[config.mk]
export PLATFORM = sky130hd
export DESIGN_NAME = job_slot_ring_tracker_top
export DESIGN_NICKNAME = d
export VERILOG_FILES = /design/src/design/jsrt_pkg.sv /design/src/design/jsrt_slot_file.sv /design/src/design/jsrt_ctrl.sv /design/src/design/job_slot_ring_tracker_top.sv
export SDC_FILE = /design/constraint.sdc
export NUM_CORES = 1
export LEC_CHECK = 0
export BUFFER_PORTS_ARGS = -buffer_cell sky130_fd_sc_hd__buf_2
export CORE_MARGIN = 4
export CORE_UTILIZATION = 37
export CTS_BUF_LIST = sky130_fd_sc_hd__clkbuf_16
export DETAILED_ROUTE_END_ITERATION = 8
export GPL_ROUTABILITY_DRIVEN = 0
export SLEW_MARGIN = 0
export SYNTH_ARGS = -nofsm -noshare
export SYNTH_HDL_FRONTEND = slang
export SYNTH_HIERARCHICAL = 1
export SYNTH_SLANG_ARGS = --single-unit
[constraint.sdc]
create_clock -name clk_i -period 5.4 [get_ports clk_i]
set_input_delay 0.27 -clock clk_i [delete_from_list [all_inputs] [get_ports clk_i]]
set_output_delay 0.27 -clock clk_i [all_outputs]
set_load 0.05 [all_outputs]
[src/design/jsrt_pkg.sv]
// Shared types and constants for the job slot ring tracker.
package jsrt_pkg;

  localparam int unsigned IdxW   = 4;
  localparam int unsigned CountW = 5;
  localparam int unsigned StatW  = 3;
  localparam int unsigned CmdW   = 2;

  localparam logic [CountW-1:0] SlotCountReset = 5'd16;

  typedef enum logic [CmdW-1:0] {
    CMD_ACQUIRE = 2'd0,
    CMD_SUBMIT  = 2'd1,
    CMD_FINISH  = 2'd2,
    CMD_RELEASE = 2'd3
  } cmd_e;

  typedef enum logic [1:0] {
    SLOT_FREE     = 2'd0,
    SLOT_RESERVED = 2'd1,
    SLOT_QUEUED   = 2'd2,
    SLOT_FINISHED = 2'd3
  } slot_e;

  typedef enum logic [StatW-1:0] {
    ST_OK        = 3'd0,
    ST_BAD_SIZE  = 3'd1,
    ST_FULL      = 3'd2,
    ST_CORRUPT   = 3'd3,
    ST_BAD_ID    = 3'd4,
    ST_BAD_STATE = 3'd5,
    ST_ORDER     = 3'd6
  } status_e;

  typedef struct packed {
    logic            en;
    logic [IdxW-1:0] addr;
    slot_e           data;
  } slot_wr_t;

endpackage

[src/design/jsrt_slot_file.sv]
// Slot state register file with one read port and one write port, cleared at reset.
module jsrt_slot_file #(
  parameter int unsigned Depth = 16
) (
  input  logic                    clk_i,
  input  logic                    rst_ni,
  input  logic [jsrt_pkg::IdxW-1:0] rd_addr_i,
  output jsrt_pkg::slot_e         rd_state_o,
  input  jsrt_pkg::slot_wr_t      wr_i
);
  import jsrt_pkg::*;

  localparam int unsigned Aw = (Depth > 1) ? $clog2(Depth) : 1;

  slot_e state_q [Depth];

  always_ff @(posedge clk_i or negedge rst_ni) begin
    if (!rst_ni) begin
      for (int i = 0; i < Depth; i++) begin
        state_q[i] <= SLOT_FREE;
      end
    end else if (wr_i.en && (32'(wr_i.addr) < Depth)) begin
      state_q[wr_i.addr[Aw-1:0]] <= wr_i.data;
    end
  end

  assign rd_state_o = (32'(rd_addr_i) < Depth) ? state_q[rd_addr_i[Aw-1:0]] : SLOT_FREE;

endmodule

[src/design/jsrt_ctrl.sv]
// Command decision logic with the ring indices and the held count.
module jsrt_ctrl #(
  parameter int unsigned MaxSlots = 16
) (
  input  logic                        clk_i,
  input  logic                        rst_ni,
  input  logic                        en_i,
  input  jsrt_pkg::cmd_e              cmd_i,
  input  logic [jsrt_pkg::IdxW-1:0]   slot_id_i,
  input  logic [jsrt_pkg::CountW-1:0] slot_count_i,
  input  jsrt_pkg::slot_e             rd_state_i,
  output logic [jsrt_pkg::IdxW-1:0]   rd_addr_o,
  output jsrt_pkg::slot_wr_t          wr_o,
  output jsrt_pkg::status_e           status_o,
  output logic [jsrt_pkg::IdxW-1:0]   granted_o,
  output logic [jsrt_pkg::CountW-1:0] occupancy_o
);
  import jsrt_pkg::*;

  logic [IdxW-1:0]   write_index_q, write_index_d;
  logic [IdxW-1:0]   read_index_q, read_index_d;
  logic [CountW-1:0] held_count_q, held_count_d;
  logic [CountW-1:0] count_mask;
  logic              size_bad;
  logic              id_ok;
  logic              ok;
  slot_e             from_state;
  slot_e             to_state;

  assign rd_addr_o  = (cmd_i == CMD_ACQUIRE) ? write_index_q : slot_id_i;
  assign count_mask = slot_count_i - 5'd1;
  assign size_bad   = ((slot_count_i & count_mask) != '0) || (32'(slot_count_i) > MaxSlots);
  assign id_ok      = ({1'b0, slot_id_i} < slot_count_i) && (32'(slot_id_i) < MaxSlots);

  always_comb begin
    status_o      = ST_OK;
    granted_o     = '0;
    write_index_d = write_index_q;
    read_index_d  = read_index_q;
    held_count_d  = held_count_q;
    from_state    = SLOT_RESERVED;
    to_state      = SLOT_QUEUED;
    case (cmd_i)
      CMD_ACQUIRE: begin
        to_state = SLOT_RESERVED;
        if (size_bad) begin
          status_o = ST_BAD_SIZE;
        end else if (held_count_q >= slot_count_i) begin
          status_o = ST_FULL;
        end else if ((32'(write_index_q) >= MaxSlots) || (rd_state_i != SLOT_FREE)) begin
          status_o = ST_CORRUPT;
        end else begin
          granted_o     = write_index_q;
          write_index_d = (write_index_q + 4'd1) & count_mask[IdxW-1:0];
          held_count_d  = held_count_q + 5'd1;
        end
      end
      CMD_SUBMIT, CMD_FINISH: begin
        if (cmd_i == CMD_FINISH) begin
          from_state = SLOT_QUEUED;
          to_state   = SLOT_FINISHED;
        end
        if (!id_ok) begin
          status_o = ST_BAD_ID;
        end else if (rd_state_i != from_state) begin
          status_o = ST_BAD_STATE;
        end
      end
      CMD_RELEASE: begin
        to_state = SLOT_FREE;
        if (!id_ok) begin
          status_o = ST_BAD_ID;
        end else if (slot_id_i != read_index_q) begin
          status_o = ST_ORDER;
        end else if (rd_state_i != SLOT_FINISHED) begin
          status_o = ST_BAD_STATE;
        end else begin
          read_index_d = (read_index_q + 4'd1) & count_mask[IdxW-1:0];
          if (held_count_q != '0) begin
            held_count_d = held_count_q - 5'd1;
          end
        end
      end
      default: begin
        status_o = ST_BAD_ID;
      end
    endcase
  end

  assign ok          = (status_o == ST_OK);
  assign occupancy_o = held_count_d;
  assign wr_o.en     = en_i && ok;
  assign wr_o.addr   = rd_addr_o;
  assign wr_o.data   = to_state;

  always_ff @(posedge clk_i or negedge rst_ni) begin
    if (!rst_ni) begin
      write_index_q <= '0;
      read_index_q  <= '0;
      held_count_q  <= '0;
    end else if (en_i) begin
      write_index_q <= write_index_d;
      read_index_q  <= read_index_d;
      held_count_q  <= held_count_d;
    end
  end

`ifndef SYNTHESIS
  assert property (@(posedge clk_i) disable iff (!rst_ni) held_count_q <= 5'd16)
    else $error("Held count exceeds the largest ring.");

  assert property (@(posedge clk_i) disable iff (!rst_ni)
    en_i && !ok |=> $stable(held_count_q) && $stable(write_index_q) && $stable(read_index_q))
    else $error("A failed command changed the ring state.");

  assert property (@(posedge clk_i) disable iff (!rst_ni)
    en_i && ok && (cmd_i == CMD_ACQUIRE) |=> held_count_q == $past(held_count_q) + 5'd1)
    else $error("A successful acquire did not add one held slot.");

  assert property (@(posedge clk_i) disable iff (!rst_ni)
    en_i && ok && (cmd_i != CMD_ACQUIRE) && (cmd_i != CMD_RELEASE) |=> $stable(held_count_q))
    else $error("Submit or finish changed the held count.");
`endif

endmodule

[src/design/job_slot_ring_tracker_top.sv]
// Top level of the job slot ring tracker: input register, command logic and result register.
// The block takes one command transaction per clock cycle when the output side is ready and
// returns one result transaction for each; a command passes through the input register and then
// the result register. The rate is set by the single read and write of the slot state file
// per cycle, which each command needs once. The slot count register is written through
// cfg_we_i and takes effect for the next command that leaves the input register.
module job_slot_ring_tracker_top #(
  parameter int unsigned MAX_SLOTS = 16
) (
  input  logic                        clk_i,
  input  logic                        rst_ni,
  input  logic                        cfg_we_i,
  input  logic [jsrt_pkg::CountW-1:0] cfg_wdata_i,
  input  logic                        in_valid_i,
  output logic                        in_ready_o,
  input  logic [jsrt_pkg::CmdW-1:0]   cmd_i,
  input  logic [jsrt_pkg::IdxW-1:0]   slot_id_i,
  output logic                        out_valid_o,
  input  logic                        out_ready_i,
  output logic [jsrt_pkg::StatW-1:0]  status_o,
  output logic [jsrt_pkg::IdxW-1:0]   granted_slot_o,
  output logic [jsrt_pkg::CountW-1:0] occupancy_o
);
  import jsrt_pkg::*;

  localparam int unsigned StoreDepth = (MAX_SLOTS < (2 ** IdxW)) ? MAX_SLOTS : (2 ** IdxW);

  logic              in_vld_q;
  cmd_e              cmd_q;
  logic [IdxW-1:0]   slot_id_q;
  logic [CountW-1:0] slot_count_q;
  logic              out_vld_q;
  status_e           status_q;
  logic [IdxW-1:0]   granted_q;
  logic [CountW-1:0] occupancy_q;
  logic              advance;

  logic [IdxW-1:0]   rd_addr;
  slot_e             rd_state;
  slot_wr_t          slot_wr;
  status_e           status_d;
  logic [IdxW-1:0]   granted_d;
  logic [CountW-1:0] occupancy_d;

  assign advance    = in_vld_q && (!out_vld_q || out_ready_i);
  assign in_ready_o = !in_vld_q || advance;

  always_ff @(posedge clk_i or negedge rst_ni) begin
    if (!rst_ni) begin
      slot_count_q <= SlotCountReset;
    end else if (cfg_we_i) begin
      slot_count_q <= cfg_wdata_i;
    end
  end

  always_ff @(posedge clk_i or negedge rst_ni) begin
    if (!rst_ni) begin
      in_vld_q <= 1'b0;
    end else if (in_ready_o) begin
      in_vld_q <= in_valid_i;
    end
  end

  always_ff @(posedge clk_i) begin
    if (in_ready_o && in_valid_i) begin
      cmd_q     <= cmd_e'(cmd_i);
      slot_id_q <= slot_id_i;
    end
  end

  always_ff @(posedge clk_i or negedge rst_ni) begin
    if (!rst_ni) begin
      out_vld_q <= 1'b0;
    end else if (advance) begin
      out_vld_q <= 1'b1;
    end else if (out_ready_i) begin
      out_vld_q <= 1'b0;
    end
  end

  always_ff @(posedge clk_i) begin
    if (advance) begin
      status_q    <= status_d;
      granted_q   <= granted_d;
      occupancy_q <= occupancy_d;
    end
  end

  jsrt_slot_file #(
    .Depth(StoreDepth)
  ) u_slot_file (
    .clk_i     (clk_i),
    .rst_ni    (rst_ni),
    .rd_addr_i (rd_addr),
    .rd_state_o(rd_state),
    .wr_i      (slot_wr)
  );

  jsrt_ctrl #(
    .MaxSlots(MAX_SLOTS)
  ) u_ctrl (
    .clk_i       (clk_i),
    .rst_ni      (rst_ni),
    .en_i        (advance),
    .cmd_i       (cmd_q),
    .slot_id_i   (slot_id_q),
    .slot_count_i(slot_count_q),
    .rd_state_i  (rd_state),
    .rd_addr_o   (rd_addr),
    .wr_o        (slot_wr),
    .status_o    (status_d),
    .granted_o   (granted_d),
    .occupancy_o (occupancy_d)
  );

  assign out_valid_o    = out_vld_q;
  assign status_o       = status_q;
  assign granted_slot_o = granted_q;
  assign occupancy_o    = occupancy_q;

`ifndef SYNTHESIS
  assert property (@(posedge clk_i) disable iff (!rst_ni)
    out_vld_q && (granted_q != '0) |-> status_q == ST_OK)
    else $error("A slot was granted with an error status.");

  assert property (@(posedge clk_i) disable iff (!rst_ni)
    out_vld_q |-> occupancy_q <= 5'd16)
    else $error("Reported occupancy exceeds the largest ring.");

  assert property (@(posedge clk_i) disable iff (!rst_ni)
    advance |=> out_vld_q)
    else $error("A processed transaction did not reach the result register.");
`endif

endmodule
# Word level (Yosys, flattened, before mapping)
# Index checks and enable logic that the tools add are counted.
word_totals:
  output_inout_bits: 14
  register_bits: 70
  latchBits: 0
  mem_count: 0
  ramBits: 0
  elab_cells: 102
  romBits: 0
  in_bits: 16
classes:
  n_reduce_logical: 19
  n_addsub: 5
  n_shift: 0
  n_eq_ne: 6
  n_div: 0
  order_cmp: 5
  mux: 30
  bitwise: 10
  n_mul: 0
op_table:
  columns: ["operator", "count"]
  rows:
  - ["$mux W5", 7]
  - ["$bwmux W32", 1]
  - ["$mux W3", 7]
  - ["$mux W2", 6]
  - ["$pmux W5 S2", 1]
  - ["$reduce_and A5 Y1", 2]
  - ["$reduce_bool A5 Y1", 2]
  - ["$sub A5 B1 Y5 const B", 2]
  - ["$pmux W3 S3", 1]
  - ["$add A4 B1 Y4 const B", 2]
  - ["$and A4 B4 Y4", 2]
  - ["$bmux W2 S4", 1]
  - ["$demux W2 S4", 1]
  - ["$not A1 Y1", 6]
  - ["$pmux W2 S3", 1]
  - ["$add A5 B1 Y5 const B", 1]
  - ["$and A5 B5 Y5", 1]
  - ["$ge A5 B5 Y1", 1]
  - ["$ge A5 B5 Y1 const B", 1]
  - ["$gt A5 B5 Y1 const B", 1]
  - ["$lt A4 B5 Y1", 1]
  - ["$lt A5 B1 Y1 const B", 1]
  - ["$not A4 Y5", 1]
  - ["$eq A2 B2 Y1 const B", 2]
  - ["other kinds (14)", 23]

# Depth between registers and ports, before layout
logic_depth:
  ltp_word: 13
  mapped_depth: 18
  mapped_depth_nobuf: 15

# Cells and area by module
# Netlist, hierarchy kept.
modules_own_cells:
  columns: ["mod", "area_each_um2", "cells_each", "instances", "seq_area_each_um2"]
  rows:
  - ["jsrt_ctrl", 1696.6, 209, 1, 325.3]
  - ["jsrt_slot_file", 1566.5, 111, 1, 800.8]
  - ["job_slot_ring_tracker_top", 812.0, 36, 1, 716.9]

# Worst setup path before layout
# Ideal clock, no wire load.
synth_timing:
  kind: "reg2reg"
  from: "reg cmd_q[0]"
  to: "reg u_slot_file/state_q[6] (netlist name)"
  n_path_buf: 3
  path_slack_ns: 0.739
  t_arrival_ns: 4.536
  required_ns: 5.275
  stages_incl_launch_ff: 18
  cell_sequence: "edfxtp_1 -> inv_1 -> ha_1 -> clkbuf_1 -> clkbuf_1 -> mux2_2 -> buf_6 -> mux4_2 -> a22oi_1 -> nand3_1 -> nor2_1 -> nand2_1 -> a31oi_2 -> o22ai_1 -> nor4b_1 -> nor3b_2 -> and3_1 -> mux2_2"
synth_lines:
  columns: ["item", "line_no", "text"]
  rows:
  - ["start: declaration", "job_slot_ring_tracker_top.sv:29", "cmd_e cmd_q;"]
  - ["start signal: assignment", "job_slot_ring_tracker_top.sv:66", "cmd_q <= cmd_e'(cmd_i);"]
  - ["end signal: indexed assignment", "jsrt_slot_file.sv:23", "state_q[wr_i.addr[Aw-1:0]] <= wr_i.data;"]
  - ["end: declaration", "jsrt_slot_file.sv:15", "slot_e state_q [Depth];"]

==> results.ini <==
[setup_path]
worst-path-max-fanout=22
reg2reg_from=cmd_q[1]
cp.arrival_ns=4.89
crit_start=cmd_q[1]
startpoint_type=register
rr_endpoint=u_slot_file/state_q[6]
cp.required_ns=5.62
crit_type=register to register
cp-end-kind=register
regToRegSetupSlack_ns=0.73
ff2ff_path_depth=15

[global_route]
grt_pass1_wl_um=14700
antenna_found_initial=0
grt_max_degree=53
grtUsageTotal_pct=14.5
grt_pass1_vias=2902
globalRouteOverflowTotal=0

[pwr]
power_frac_clock_pct=32.8
leakagePower_nw=2.04
power_density_nw_per_um2=376
pwr-share-comb_pct=26.4
p_switching_mw=0.552
seqPwrFrac_pct=40.8
irDropWorstVdd_mv=0.181
sw_frac_of_total_pct=31.7
internal_power_mw=1.19
p_total_mw=1.74

[cts]
cts_buffers=9
cts_root_buf=clkbuf_16
cts.hold.buffers_added=0
htreeDepth=3
cts_buffer_depth=2
post_cts_buffers=0
clkSlewWorstSetupHoldPaths_ns=0.06
clk_latency_ns=0.33
cts_resized=0
clock-sinks=70
tritoncts=done

[logic_synthesis]
synthFlopType=dfrtp_1
ys_top_cells_by_area=dfrtp_1, edfxtp_1, mux2_2
synth.top_cell.area_share_pct=31.3
synth_most_common_cell=dfrtp_1
synth_common_cells=dfrtp_1, mux2_2, nor2_1
yosys.area.top_type=dfrtp_1
synth-edff-count=18
synth_cells=356
synth_seq_cells=70
syn_area_um2=4080
synth.net_count=391
syn_avg_cell_area_um2=11.4
seq_area_frac_synth_pct=45.2
yosysUniqueCellTypes=60
synthArstFlopShare_pct=74.3
synth_warnings=6

[floorplan]
chipWidth_um=113
start_util_pct=37.8
num_rows=38
die_h_um=113
die_area_um2=12800
core_area_um2=10800
io_pins=30

[drt]
wl_met1_um=3910
detail_route.first_pass.iterations=4
vias=2793
wl_um=8660
wl_met3_um=379
wl_met2_um=4220
routed.top_layer=met4
drc_errors=0
drtIter0Drc=93
drtAntennaViolNets=0
vias_per_cell=5.29
wl_per_cell_um=16.4

[placed_design]
port_buffers=29
hpwl_um=6300
placed_cells=512

[finish]
multi_input_area_um2=2090
seq_area_um2=1840
area_delta_synth_final_pct=13.6
fin_nets=418
n_fill_cell=1015
final_cell_count_no_fill=528
drive_above_1_share_pct=27.3
num_antenna_cells=0

[sta]
maxSlewHeadroom_pct=27.6
layout_min_cycle_time_ns=4.67
rsz0062_at_grt=no
finalSetupViolations=0
hold_viol_final=0
slew_viol_final=0
skew_ns=0.00899
max_freq_mhz=214
setup_tns_ns=0
post-route-period-util_pct=86.5
tightest_slew_ns=1.08

[flow_run]
cap_violations=0

[worst_hold_path]
hold_path.class=primary input to asynchronous set/reset pin

[status]
status=finished, final reports clean

==> flip-flops by register name, indices dropped and copies added (netlist names) <==
register	flops
u_ctrl/read_index_q	4
out_valid_o	1
occupancy_o	5
status_o	3
cmd_q	2
slot_id_q	4
slot_count_q	5
granted_slot_o	4
u_slot_file/state_q	32
u_ctrl/write_index_q	4
in_vld_q	1
u_ctrl/held_count_q	5
==> worst max-delay path by stage <==
stage | endpoint | slack [ns] | cells after the start
final | u_slot_file/state_q[6] | 0.73 | 15
after global routing | u_slot_file/state_q[7] | 0.29 | 16
after CTS | u_slot_file/state_q[6] | 0.73 | 16
after detailed placement | u_slot_file/state_q[6] | 0.74 | 16
after global placement | u_slot_file/state_q[6] | 0.90 | 15
after floorplan | u_slot_file/state_q[6] | 0.74 | 17
==> final cells by class <==
type                    instances  share of cell area [%]
multi-input cells             255                    45.2
flip-flops and latches         70                    39.8
clock buffers                   9                    4.87
repair buffers                 33                    3.78
well taps                     140                    3.78
clock inverters                 7                    1.41
inverters                      14                    1.14
==> cells by family after synthesis <==
kind of cell | after synthesis | share of synthesized area [%]
adders and majority gates | 19 | 5.83
AOI/OAI and AO/OA | 55 | 10.0
and+or+nand+nor | 123 | 17.1
DFF | 70 | 45.2
muxes | 54 | 17.5
buffers and inverters | 31 | 3.44
xor gates and xnor gates | 4 | 0.860
==> worst max-delay path, stage by stage (launching register included) <==
cell	delay, ns
edfxtp_1	0.42
inv_1	0.08
ha_1	0.14
buf_4	0.24
mux2_2	0.51
mux4_2	0.47
a22oi_1	0.20
nand3_1	0.24
nor2_1	0.22
nand2_1	0.10
a31oi_2	0.20
o22ai_1	0.16
nor4b_1	0.59
nor3b_2	0.39
and3_1	0.25
mux2_2	0.34
==> layout by cell type, fill, tap and decap left out, types with 9 or more instances in the layout <==
cell type	instances
nand2_1	20
nand3_1	17
mux2_2	42
nor2_1	23
ha_1	19
inv_1	15
clkbuf_16	9
dfrtp_1	51
buf_2	29
edfxtp_1	18
nand2b_1	13
o21ai_0	14
==> stage by stage <==
step	hold slack [ns]	setup slack (ns)	area [µm²]	utilization (%)
CTS	0.0874	0.729	4630	42.9
floorplan	-0.0256	0.739	4080	-
detailed placement	0.446	0.744	4340	40.2
finish	0.0499	0.728	4630	42.9
global route	0.0910	0.288	4630	42.9
global placement	0.439	0.904	4340	40.2
==> routing by layer <==
metal  GRT usage, %  vias up
met5              0        -
met2           23.9       61
met1           18.0     1356
met3           3.74       11
met4           6.25        0
li1               -     1365
==> power by group through the flow <==
stage | sequential [mW] | combinational [mW] | clock (mW)
floorplan | 0.730 | 0.324 | 0
global placement | 0.718 | 0.448 | 0
detailed placement | 0.719 | 0.458 | 0
CTS | 0.710 | 0.460 | 0.591
global route | 0.720 | 0.507 | 0.615
finish | 0.710 | 0.459 | 0.572
Note: power is estimated with default switching activity, not from simulation.
